==> src/hdl/assert_macros.svh <==
// Assertion macros shared by the RTL of the tile locator.
// No dependencies; included by files that carry concurrent checks.
`ifndef ASSERT_MACROS_SVH
`define ASSERT_MACROS_SVH

`ifndef SYNTHESIS

// property must hold at every clock edge out of reset
`define ASSERT_ALWAYS(name, clk_s, rstn_s, prop) \
  name: assert property (@(posedge clk_s) disable iff (!rstn_s) (prop)) \
    else $error("assertion failed");

// when ante holds, cons must hold at the same edge
`define ASSERT_IMPLY(name, clk_s, rstn_s, ante, cons) \
  name: assert property (@(posedge clk_s) disable iff (!rstn_s) (ante) |-> (cons)) \
    else $error("assertion failed");

`else

`define ASSERT_ALWAYS(name, clk_s, rstn_s, prop)
`define ASSERT_IMPLY(name, clk_s, rstn_s, ante, cons)

`endif

`endif

==> src/hdl/ftl_pkg.sv <==
// Types and constants of the fragment tile locator.
// No dependencies; used by ftl_place, the top level and the testbench.
package ftl_pkg;

  localparam int SIDE_W    = 13;   // tile and region sides
  localparam int MAX_SIDE  = 4096;
  localparam int NUM_W     = 24;   // tile number
  localparam int REG16_W   = 16;
  localparam int ADDR_W    = 32;
  localparam int POS_W     = 17;
  localparam int CFG_IDX_W = 3;
  localparam int CFG_W     = 32;
  localparam int DIV_STEPS = 4;    // divider steps per pipeline stage

  // configuration register indexes
  typedef enum logic [CFG_IDX_W-1:0] {
    CFG_TILE_SIZE     = 3'd0,
    CFG_REGION_WIDTH  = 3'd1,
    CFG_REGION_HEIGHT = 3'd2,
    CFG_REGION_X      = 3'd3,
    CFG_REGION_Y      = 3'd4,
    CFG_ROW_PITCH     = 3'd5,
    CFG_ROW_STRIDE    = 3'd6,
    CFG_BASE_ADDRESS  = 3'd7
  } cfg_idx_t;

  // configuration, sides already clamped to MAX_SIDE
  typedef struct packed {
    logic [SIDE_W-1:0]  side;
    logic [SIDE_W-1:0]  wid;
    logic [SIDE_W-1:0]  hgt;
    logic [REG16_W-1:0] rx;
    logic [REG16_W-1:0] ry;
    logic [REG16_W-1:0] pitch;
    logic [REG16_W-1:0] stride;
    logic [ADDR_W-1:0]  base;
  } cfg_t;

  // sideband through the row/column divider
  typedef struct packed {
    logic             tile_ok;
    logic [NUM_W-1:0] number;
  } loc_side_t;

  // located item handed to the placement stages
  typedef struct packed {
    logic              vld;
    logic              tile_ok;
    logic [NUM_W-1:0]  number;
    logic [SIDE_W-1:0] row;
    logic [SIDE_W-1:0] col;
  } loc_t;

  // one result item
  typedef struct packed {
    logic              valid;
    logic [ADDR_W-1:0] address;
    logic [POS_W-1:0]  x;
    logic [POS_W-1:0]  y;
    logic [SIDE_W-1:0] width;
    logic [SIDE_W-1:0] height;
    logic [POS_W-1:0]  stride;
    logic [NUM_W-1:0]  number;
  } res_t;

  // clamp a side register to MAX_SIDE
  function automatic logic [SIDE_W-1:0] clamp_side(input logic [SIDE_W-1:0] v);
    logic [SIDE_W-1:0] lim;
    lim = SIDE_W'(MAX_SIDE);
    return (v > lim) ? lim : v;
  endfunction

endpackage

==> src/hdl/ftl_div_pipe.sv <==
// Pipelined restoring divider, at most SPS quotient bits per stage, with sideband.
// Depends on nothing; instantiated by the top level of the tile locator.
// The dividend must satisfy dividend >> QW < divisor for a correct result.
module ftl_div_pipe #(
  parameter int DW  = 24,
  parameter int VW  = 13,
  parameter int QW  = 13,
  parameter int SPS = 4,
  parameter int SW  = 1
) (
  input  logic          clk,
  input  logic          rst_n,
  input  logic          in_vld,
  input  logic [DW-1:0] in_dividend,
  input  logic [VW-1:0] in_divisor,
  input  logic [SW-1:0] in_side,
  output logic          out_vld,
  output logic [QW-1:0] out_quo,
  output logic [VW-1:0] out_rem,
  output logic [SW-1:0] out_side
);

  localparam int NS = (QW + SPS - 1) / SPS;

  logic          vld_w  [NS+1];
  logic [VW-1:0] rem_w  [NS+1];
  logic [QW-1:0] lo_w   [NS+1];
  logic [VW-1:0] dvs_w  [NS+1];
  logic [SW-1:0] side_w [NS+1];

  // stage 0 input: upper dividend bits seed the partial remainder
  assign vld_w[0]  = in_vld;
  assign rem_w[0]  = VW'(in_dividend >> QW);
  assign lo_w[0]   = in_dividend[QW-1:0];
  assign dvs_w[0]  = in_divisor;
  assign side_w[0] = in_side;

  for (genvar g = 0; g < NS; g++) begin : g_stage
    localparam int NSTEP = ((QW - g*SPS) < SPS) ? (QW - g*SPS) : SPS;

    logic          vld_r;
    logic [VW-1:0] rem_r, rem_nxt;
    logic [QW-1:0] lo_r, lo_nxt;
    logic [VW-1:0] dvs_r;
    logic [SW-1:0] side_r;

    // shift in one dividend bit, subtract when it fits, shift in the quotient bit
    always_comb begin
      logic [VW:0] trial;
      rem_nxt = rem_w[g];
      lo_nxt  = lo_w[g];
      trial   = '0;
      for (int k = 0; k < NSTEP; k++) begin
        trial = {rem_nxt, lo_nxt[QW-1]};
        if (trial >= {1'b0, dvs_w[g]}) begin
          trial  = trial - {1'b0, dvs_w[g]};
          lo_nxt = {lo_nxt[QW-2:0], 1'b1};
        end else begin
          lo_nxt = {lo_nxt[QW-2:0], 1'b0};
        end
        rem_nxt = trial[VW-1:0];
      end
    end

    always_ff @(posedge clk) begin
      if (!rst_n) begin
        vld_r <= 1'b0;
      end else begin
        vld_r <= vld_w[g];
      end
    end

    always_ff @(posedge clk) begin
      rem_r  <= rem_nxt;
      lo_r   <= lo_nxt;
      dvs_r  <= dvs_w[g];
      side_r <= side_w[g];
    end

    assign vld_w[g+1]  = vld_r;
    assign rem_w[g+1]  = rem_r;
    assign lo_w[g+1]   = lo_r;
    assign dvs_w[g+1]  = dvs_r;
    assign side_w[g+1] = side_r;
  end

  assign out_vld  = vld_w[NS];
  assign out_quo  = lo_w[NS];
  assign out_rem  = rem_w[NS];
  assign out_side = side_w[NS];

endmodule

==> src/hdl/ftl_place.sv <==
// Placement stages: tile offsets, clipped size, address and stride.
// Depends on ftl_pkg; instantiated by fragment_tile_locator_unit.
module ftl_place (
  input  logic          clk,
  input  logic          rst_n,
  input  ftl_pkg::cfg_t cfg,
  input  ftl_pkg::loc_t loc,
  output logic          res_strobe,
  output ftl_pkg::res_t res
);

  localparam int SW  = ftl_pkg::SIDE_W;
  localparam int RW  = ftl_pkg::REG16_W;
  localparam int AW  = ftl_pkg::ADDR_W;
  localparam int PW  = ftl_pkg::POS_W;
  localparam int NW  = ftl_pkg::NUM_W;
  localparam int MW  = SW + RW;     // yoff * pitch

  // ---- stage X: offsets of the tile inside the region
  logic            x_vld_r;
  logic            x_ok_r;
  logic [NW-1:0]   x_num_r;
  logic [SW-1:0]   x_xoff_r, x_yoff_r;
  logic [2*SW-1:0] xprod_nxt, yprod_nxt;

  assign xprod_nxt = {{SW{1'b0}}, loc.col} * {{SW{1'b0}}, cfg.side};
  assign yprod_nxt = {{SW{1'b0}}, loc.row} * {{SW{1'b0}}, cfg.side};

  always_ff @(posedge clk) begin
    if (!rst_n) begin
      x_vld_r <= 1'b0;
    end else begin
      x_vld_r <= loc.vld;
    end
  end

  // offsets are below the region side for a real tile
  always_ff @(posedge clk) begin
    x_ok_r   <= loc.tile_ok;
    x_num_r  <= loc.number;
    x_xoff_r <= xprod_nxt[SW-1:0];
    x_yoff_r <= yprod_nxt[SW-1:0];
  end

  // ---- stage Y: pitch product, clipped size, frame position
  logic          y_vld_r;
  logic          y_ok_r;
  logic [NW-1:0] y_num_r;
  logic [SW-1:0] y_xoff_r;
  logic [MW-1:0] y_prod_r, prod_nxt;
  logic [SW-1:0] y_tw_r, y_th_r, tw_nxt, th_nxt, wleft, hleft;
  logic [PW-1:0] y_tx_r, y_ty_r;

  assign prod_nxt = {{RW{1'b0}}, x_yoff_r} * {{SW{1'b0}}, cfg.pitch};
  assign wleft    = cfg.wid - x_xoff_r;
  assign hleft    = cfg.hgt - x_yoff_r;
  assign tw_nxt   = (wleft > cfg.side) ? cfg.side : wleft;
  assign th_nxt   = (hleft > cfg.side) ? cfg.side : hleft;

  always_ff @(posedge clk) begin
    if (!rst_n) begin
      y_vld_r <= 1'b0;
    end else begin
      y_vld_r <= x_vld_r;
    end
  end

  always_ff @(posedge clk) begin
    y_ok_r   <= x_ok_r;
    y_num_r  <= x_num_r;
    y_xoff_r <= x_xoff_r;
    y_prod_r <= prod_nxt;
    y_tw_r   <= tw_nxt;
    y_th_r   <= th_nxt;
    y_tx_r   <= {1'b0, cfg.rx} + {{(PW-SW){1'b0}}, x_xoff_r};
    y_ty_r   <= {1'b0, cfg.ry} + {{(PW-SW){1'b0}}, x_yoff_r};
  end

  // ---- stage Z: address, stride, zero fields of a missing tile
  logic            res_strobe_r;
  ftl_pkg::res_t   res_r, res_nxt;
  logic [SW-1:0]   wrest;
  logic [AW-1:0]   addr_nxt;
  logic [PW-1:0]   stride_nxt;

  assign wrest      = cfg.wid - y_tw_r;
  assign addr_nxt   = cfg.base + {{(AW-MW){1'b0}}, y_prod_r}
                    + {{(AW-SW-2){1'b0}}, y_xoff_r, 2'b00};
  assign stride_nxt = {1'b0, cfg.stride} + {{(PW-SW-2){1'b0}}, wrest, 2'b00};

  always_comb begin
    res_nxt        = '0;
    res_nxt.number = y_num_r;
    if (y_ok_r) begin
      res_nxt.valid   = 1'b1;
      res_nxt.address = addr_nxt;
      res_nxt.x       = y_tx_r;
      res_nxt.y       = y_ty_r;
      res_nxt.width   = y_tw_r;
      res_nxt.height  = y_th_r;
      res_nxt.stride  = stride_nxt;
    end
  end

  always_ff @(posedge clk) begin
    if (!rst_n) begin
      res_strobe_r <= 1'b0;
    end else begin
      res_strobe_r <= y_vld_r;
    end
  end

  always_ff @(posedge clk) begin
    res_r <= res_nxt;
  end

  assign res_strobe = res_strobe_r;
  assign res        = res_r;

endmodule

==> src/hdl/fragment_tile_locator_unit.sv <==
// Fragment tile locator: finds a square tile inside a rectangular pixel region.
// Depends on ftl_pkg, ftl_div_pipe, ftl_place and assert_macros.svh.
//
// Usage:
//   Configuration: set cfg_we with cfg_index and cfg_wdata; the register is
//   written at that clock edge. Write only while no item is in flight.
//   Input: an item (in_tile_number) is taken at each edge where start is high
//   and busy is low. busy is set during reset and cleared at the first edge with rst_n high.
//   Output: out_strobe marks each result for one cycle; every item gives one
//   result, in order. The result sink cannot stall the block.
//   Pipeline: an accepted item passes 13 register stages before out_strobe:
//   input, 4 stages of tiles-per-row/column division, tile count product,
//   4 stages of row/column division, then offsets, size/pitch product and
//   address sum.
//   Throughput: one item per cycle while busy is low; each divider retires up to
//   4 quotient bits per stage so every stage takes a new item every clock.
//   Reset: synchronous, active low; clears all valid bits and sets the
//   registers to tile size 64 and everything else 0.
module fragment_tile_locator_unit (
  input  logic        clk,
  input  logic        rst_n,
  input  logic        start,
  output logic        busy,
  input  logic [23:0] in_tile_number,
  input  logic        cfg_we,
  input  logic [2:0]  cfg_index,
  input  logic [31:0] cfg_wdata,
  output logic        out_strobe,
  output logic        out_tile_valid,
  output logic [31:0] out_tile_address,
  output logic [16:0] out_tile_x,
  output logic [16:0] out_tile_y,
  output logic [12:0] out_tile_width,
  output logic [12:0] out_tile_height,
  output logic [16:0] out_tile_stride,
  output logic [23:0] out_echo_number
);

`include "assert_macros.svh"

  localparam int SW       = ftl_pkg::SIDE_W;
  localparam int NW       = ftl_pkg::NUM_W;
  localparam int TW       = 2 * SW;                 // tile count width
  localparam int STEPS    = ftl_pkg::DIV_STEPS;
  localparam int DIV_STG  = (SW + STEPS - 1) / STEPS;
  localparam int PIPE_REGS = 2 + 2 * DIV_STG + 3;
  localparam int LSW      = $bits(ftl_pkg::loc_side_t);

  // ---- configuration registers
  ftl_pkg::cfg_t cfg_r;

  // side is the leading field: tile size 64, everything else 0
  always_ff @(posedge clk) begin
    if (!rst_n) begin
      cfg_r <= {SW'(64), {($bits(ftl_pkg::cfg_t) - SW){1'b0}}};
    end else if (cfg_we) begin
      unique case (ftl_pkg::cfg_idx_t'(cfg_index))
        ftl_pkg::CFG_TILE_SIZE:     cfg_r.side   <= ftl_pkg::clamp_side(cfg_wdata[SW-1:0]);
        ftl_pkg::CFG_REGION_WIDTH:  cfg_r.wid    <= ftl_pkg::clamp_side(cfg_wdata[SW-1:0]);
        ftl_pkg::CFG_REGION_HEIGHT: cfg_r.hgt    <= ftl_pkg::clamp_side(cfg_wdata[SW-1:0]);
        ftl_pkg::CFG_REGION_X:      cfg_r.rx     <= cfg_wdata[15:0];
        ftl_pkg::CFG_REGION_Y:      cfg_r.ry     <= cfg_wdata[15:0];
        ftl_pkg::CFG_ROW_PITCH:     cfg_r.pitch  <= cfg_wdata[15:0];
        ftl_pkg::CFG_ROW_STRIDE:    cfg_r.stride <= cfg_wdata[15:0];
        ftl_pkg::CFG_BASE_ADDRESS:  cfg_r.base   <= cfg_wdata;
        default: ;
      endcase
    end
  end

  // ---- handshake
  logic busy_r;
  logic accept;

  always_ff @(posedge clk) begin
    if (!rst_n) begin
      busy_r <= 1'b1;
    end else begin
      busy_r <= 1'b0;
    end
  end

  assign busy   = busy_r;
  assign accept = start && !busy_r;

  // ---- stage 0: capture item, ceil dividends, empty-region flag
  logic          s0_vld_r;
  logic          s0_ok_r;
  logic [NW-1:0] s0_num_r;
  logic [SW-1:0] s0_cw_r, s0_ch_r;
  logic [SW:0]   cw_nxt, ch_nxt;

  assign cw_nxt = {1'b0, cfg_r.wid} + {1'b0, cfg_r.side} - (SW+1)'(1);
  assign ch_nxt = {1'b0, cfg_r.hgt} + {1'b0, cfg_r.side} - (SW+1)'(1);

  always_ff @(posedge clk) begin
    if (!rst_n) begin
      s0_vld_r <= 1'b0;
    end else begin
      s0_vld_r <= accept;
    end
  end

  always_ff @(posedge clk) begin
    s0_num_r <= in_tile_number;
    s0_ok_r  <= (cfg_r.side != '0) && (cfg_r.wid != '0) && (cfg_r.hgt != '0);
    s0_cw_r  <= cw_nxt[SW-1:0];
    s0_ch_r  <= ch_nxt[SW-1:0];
  end

  // ---- tiles per row and per column (ceil division by the tile side)
  logic          a_cvld, a_rvld;
  logic [SW-1:0] a_cols, a_rows;
  logic [SW-1:0] a_crem_unused_chk, a_rrem_unused_chk;
  logic [NW-1:0] a_num;
  logic          a_ok;

  ftl_div_pipe #(
    .DW(SW), .VW(SW), .QW(SW), .SPS(STEPS), .SW(NW)
  ) u_div_cols (
    .clk        (clk),
    .rst_n      (rst_n),
    .in_vld     (s0_vld_r),
    .in_dividend(s0_cw_r),
    .in_divisor (cfg_r.side),
    .in_side    (s0_num_r),
    .out_vld    (a_cvld),
    .out_quo    (a_cols),
    .out_rem    (a_crem_unused_chk),
    .out_side   (a_num)
  );

  ftl_div_pipe #(
    .DW(SW), .VW(SW), .QW(SW), .SPS(STEPS), .SW(1)
  ) u_div_rows (
    .clk        (clk),
    .rst_n      (rst_n),
    .in_vld     (s0_vld_r),
    .in_dividend(s0_ch_r),
    .in_divisor (cfg_r.side),
    .in_side    (s0_ok_r),
    .out_vld    (a_rvld),
    .out_quo    (a_rows),
    .out_rem    (a_rrem_unused_chk),
    .out_side   (a_ok)
  );

  // ---- tile count, for the last-row check
  logic          m_vld_r;
  logic          m_ok_r;
  logic [NW-1:0] m_num_r;
  logic [SW-1:0] m_cols_r;
  logic [TW-1:0] m_total_r;

  always_ff @(posedge clk) begin
    if (!rst_n) begin
      m_vld_r <= 1'b0;
    end else begin
      m_vld_r <= a_cvld;
    end
  end

  always_ff @(posedge clk) begin
    m_ok_r    <= a_ok;
    m_num_r   <= a_num;
    m_cols_r  <= a_cols;
    m_total_r <= {{SW{1'b0}}, a_rows} * {{SW{1'b0}}, a_cols};
  end

  // ---- row and column of the tile: number / cols
  ftl_pkg::loc_side_t b_side_in, b_side_out;
  logic               b_vld;
  logic [SW-1:0]      b_row, b_col;

  always_comb begin
    b_side_in.number  = m_num_r;
    b_side_in.tile_ok = m_ok_r && ({{(TW-NW){1'b0}}, m_num_r} < m_total_r);
  end

  ftl_div_pipe #(
    .DW(NW), .VW(SW), .QW(SW), .SPS(STEPS), .SW(LSW)
  ) u_div_loc (
    .clk        (clk),
    .rst_n      (rst_n),
    .in_vld     (m_vld_r),
    .in_dividend(m_num_r),
    .in_divisor (m_cols_r),
    .in_side    (b_side_in),
    .out_vld    (b_vld),
    .out_quo    (b_row),
    .out_rem    (b_col),
    .out_side   (b_side_out)
  );

  // ---- placement and result register
  ftl_pkg::loc_t loc;
  ftl_pkg::res_t res;

  always_comb begin
    loc.vld     = b_vld;
    loc.tile_ok = b_side_out.tile_ok;
    loc.number  = b_side_out.number;
    loc.row     = b_row;
    loc.col     = b_col;
  end

  ftl_place u_place (
    .clk       (clk),
    .rst_n     (rst_n),
    .cfg       (cfg_r),
    .loc       (loc),
    .res_strobe(out_strobe),
    .res       (res)
  );

  assign out_tile_valid   = res.valid;
  assign out_tile_address = res.address;
  assign out_tile_x       = res.x;
  assign out_tile_y       = res.y;
  assign out_tile_width   = res.width;
  assign out_tile_height  = res.height;
  assign out_tile_stride  = res.stride;
  assign out_echo_number  = res.number;

  // ---- checks
  // both side dividers carry the same item in lockstep
  `ASSERT_ALWAYS(a_div_align, clk, rst_n, a_cvld == a_rvld)
  // each side division leaves a remainder below the tile side
  `ASSERT_IMPLY(a_rem_range, clk, rst_n, a_cvld && a_ok,
                (a_crem_unused_chk < cfg_r.side) && (a_rrem_unused_chk < cfg_r.side))
  // every result traces back to an accepted item
  `ASSERT_IMPLY(a_strobe_src, clk, rst_n, out_strobe, $past(accept, PIPE_REGS))
  // a missing tile carries no geometry
  `ASSERT_IMPLY(a_void_zero, clk, rst_n, out_strobe && !out_tile_valid,
                (out_tile_address == '0) && (out_tile_width == '0) && (out_tile_stride == '0))
  // a real tile is never clipped to nothing
  `ASSERT_IMPLY(a_tile_size, clk, rst_n, out_strobe && out_tile_valid,
                (out_tile_width != '0) && (out_tile_height != '0))

endmodule

==> config.mk <==
export PLATFORM = sky130hd
export DESIGN_NAME = fragment_tile_locator_unit
export DESIGN_NICKNAME = d
export VERILOG_FILES = /design/src/hdl/ftl_pkg.sv /design/src/hdl/ftl_div_pipe.sv /design/src/hdl/ftl_place.sv /design/src/hdl/fragment_tile_locator_unit.sv
export VERILOG_INCLUDE_DIRS = /design/src /design/src/hdl
export SDC_FILE = /design/constraint.sdc
export NUM_CORES = 2
export LEC_CHECK = 0
export BUFFER_PORTS_ARGS = -buffer_cell sky130_fd_sc_hd__buf_4
export CAP_MARGIN = 20
export CORE_ASPECT_RATIO = 1.1
export CORE_MARGIN = 2
export CORE_UTILIZATION = 39
export CTS_CLUSTER_SIZE = 30
export DETAILED_ROUTE_END_ITERATION = 12
export PLACE_DENSITY = 0.66
export SYNTH_ARGS = -nofsm -noshare
export SYNTH_HDL_FRONTEND = slang
export SYNTH_SLANG_ARGS = --single-unit
==> constraint.sdc <==
create_clock -name clk -period 12.5 [get_ports clk]
set_input_delay 1.25 -clock clk [delete_from_list [all_inputs] [get_ports clk]]
set_output_delay 1.25 -clock clk [all_outputs]
set_load 0.05 [all_outputs]
==> flow_metrics.py <==
metrics = {
    "sta": {
        "worst-slew-pin-transition_ns": 1.08,
        "drv_slew": 0,
        "period_minus_slack_ns": 11.52,
        "fmax_mhz": 86.8,
        "finalHoldViolations": 0,
        "slew-limit-headroom_pct": 28.0,
        "fin_worst_skew_ns": 0.0667,
        "rsz0062_at_grt": "no",
        "setup-violations-final": 0,
        "setup-tns-final_ns": 0,
        "period_share_pct": 92.2,
    },
    "final_layout": {
        "layout.cells.non_filler": 11200,
        "drive_above_1_share_pct": 9.20,
        "mostFrequentLayoutCell": "dfxtp_1",
        "final_nets": 9915,
        "layout_common_cells": "dfxtp_1, nand2_1, inv_1",
        "fin_util_pct": 43.8,
        "area_growth_pct": 11.5,
    },
    "logic_synthesis": {
        "ys_seq_elements": 1125,
        "synthArstFlopShare_pct": 0,
        "ys_seq_area_share_pct": 29.7,
        "synth_flop_cell": "dfxtp_1",
        "synth-edff-count": 0,
        "synthesis.instances": 8332,
        "synth_area_um2": 75900,
        "syn_area_per_cell_um2": 9.10,
        "synth_nets": 9735,
        "yosysUniqueCellTypes": 90,
        "ys_warn_count": 0,
    },
    "clock_tree": {
        "ctsRootBufferMaster": "clkbuf_16",
        "cts_tree": "built",
        "cts_max_level": 3,
        "clk_latency_ns": 0.80,
        "cts_buffers": 116,
        "cts.clk_slew.worst_paths_ns": 0.06,
        "cts_hold_buf": 0,
        "clockBufferDepth": 3,
        "clock_sinks": 1125,
    },
    "floorplan": {
        "rows": 169,
        "dieWidth_um": 424,
        "coreArea_um2": 193000,
        "start_util_pct": 39.3,
        "die_area_um2": 198000,
        "die_h_um": 467,
        "io_pins": 199,
    },
    "route": {
        "firstDrtPassIters": 8,
        "finalWirelength_mm": 211,
        "drtIter0Drc": 3584,
        "via_per_inst": 5.24,
        "vias": 58600,
        "drc": 0,
        "routedWlPerCell_um": 18.8,
        "ant_nets": 0,
    },
    "critical_path": {
        "path_class": "reg2reg",
        "arrival_ns": 12.20,
        "worst_setup_path_end_kind": "flop",
        "required_ns": 13.18,
        "crit_path_max_incr_delay_ns": 0.68,
        "path_max_fanout": 14,
        "cp-start-kind": "flop",
        "critical-path-slowest-cell": "or4b_2",
    },
    "placed_design": {
        "dp_hpwl_mm": 163,
        "gp_congestion": 0.917,
        "io_buffers": 198,
        "placed_cells": 11000,
    },
    "worst_hold_path": {
        "hp-class": "reg2reg",
    },
    "grt": {
        "track_usage_pct": 21.0,
        "antenna_found_initial": 6,
        "use_met2_pct": 36.0,
        "grt_overflow": 0,
        "grt_pass1_vias": 59300,
        "grt-busiest-layer": "met2",
        "grt_pass1_wl_mm": 330,
        "grtUsageMet3_pct": 2.83,
        "use_met1_pct": 26.5,
        "grt_max_degree": 70,
    },
    "outcome": {
        "status": "completed",
    },
    "job": {
        "cap_violations": 0,
    },
}
cell usage after synthesis (39+ instances only):
cell         n  area (µm²)
dfxtp_1   1125       22500
nand2_1    930        3490
inv_1      924        3470
ha_1       912       11400
a21oi_1    539        2700
fa_1       428        8570
nor2_1     396        1490
xnor2_1    385        3370
o21ai_0    314        1570
and2_1     296        1850
mux2_2     230        2590
clkbuf_1   189         709
a21o_1     154        1160
xor2_1     150        1310
nor2b_1    133         832
nor3_1     120         601
nand3_1    103         515
nand2b_1    95         594
nand4_1     84         526
o21a_1      75         563
mux2i_1     63         631
o21bai_1    51         383
or3_1       46         288
a21boi_0    44         330
o211ai_1    40         300
and3_1      39         244
critical path: cells and delay by family (launching register included):
kind,cells,cell delay [ns]
adder cells (fa/ha/maj),4,1.45
buffers and inverters,6,1.55
AO/OA/AOI/OAI,22,5.41
AND/OR/NAND/NOR,9,2.10
multiplexers,1,0.27
flip-flops,1,0.58
kinds of logic after synthesis:
logic type                 Yosys count  share of synthesized area [%]
xor gates and xnor gates           535                           6.18
DFF                               1125                           29.7
muxes                              303                           4.44
buffers and inverters             1139                           5.67
adders and majority gates         1340                           26.3
and+or+nand+nor                   2349                           14.8
AOI/OAI and AO/OA                 1541                           12.9
per-layer routing:
layer	vias to the layer above	part of all wire, %
met5	-	0
met4	0	4.0
met3	346	4.9
met2	1482	48
met1	28300	44
li1	28500	-
cell type report:
| class | count | area [µm²] |
|---|---|---|
| antenna | 4 | 10.0 |
| clock buffer | 151 | 3240 |
| clock inverter | 67 | 978 |
| timing repair buffer | 268 | 2010 |
| tap | 2565 | 3210 |
| multi-input combinational | 6068 | 49100 |
| fill | 18500 | 109000 |
| sequential | 1125 | 22500 |
| inverter | 933 | 3510 |
registers in the layout, summed over array words and instances, names as in the netlist, 25 cells and up:
| name | cells |
|---|---|
| cfg_r | 135 |
| m_total_r | 26 |
| u_div_cols.g_stage.lo_r | 39 |
| u_div_cols.g_stage.rem_r | 39 |
| u_div_cols.g_stage.side_r | 72 |
| u_div_loc.g_stage.dvs_r | 39 |
| u_div_loc.g_stage.lo_r | 36 |
| u_div_loc.g_stage.rem_r | 39 |
| u_div_loc.g_stage.side_r | 63 |
| u_div_loc.out_side | 25 |
| u_div_rows.g_stage.dvs_r | 39 |
| u_div_rows.g_stage.lo_r | 39 |
| u_div_rows.g_stage.rem_r | 39 |
| u_place.res | 134 |
| u_place.y_prod_r | 29 |
through the flow:
stage	setup WS [ns]	cell area [µm²]	hold slack (ns)
5_1_grt	0.147	84500	0.294
4_1_cts	0.611	84500	0.283
3_5_place_dp	0.660	80300	0.312
2_1_floorplan	2.46	75900	0.310
3_3_place_gp	0.810	80300	0.310
6_report	0.978	84500	0.282
final timing paths:
kind / start / end / slack [ns] / depth (start not counted)
worst max-delay path: m_cols_r[1] / u_div_loc.g_stage[0].rem_r[12] / 0.98 / 42
worst min-delay path: u_div_rows.g_stage[0].lo_r[3] / u_div_rows.g_stage[1].lo_r[7] / 0.28 / 0
worst max register to register: m_cols_r[1] / u_div_loc.g_stage[0].rem_r[12] / 0.98 / 42
worst min register to register: u_div_rows.g_stage[0].lo_r[3] / u_div_rows.g_stage[1].lo_r[7] / 0.28 / 0
repair_timing:
item	4_1_cts	5_1_grt
setup endpoints to repair	0	12
endpoints found under the hold margin	0	0
setup buffers	0	3
gates resized for setup	0	4
Power is left out: the tool's default activity adds up to more than one toggle a clock period on the data nets, which glitch-free logic cannot reach.
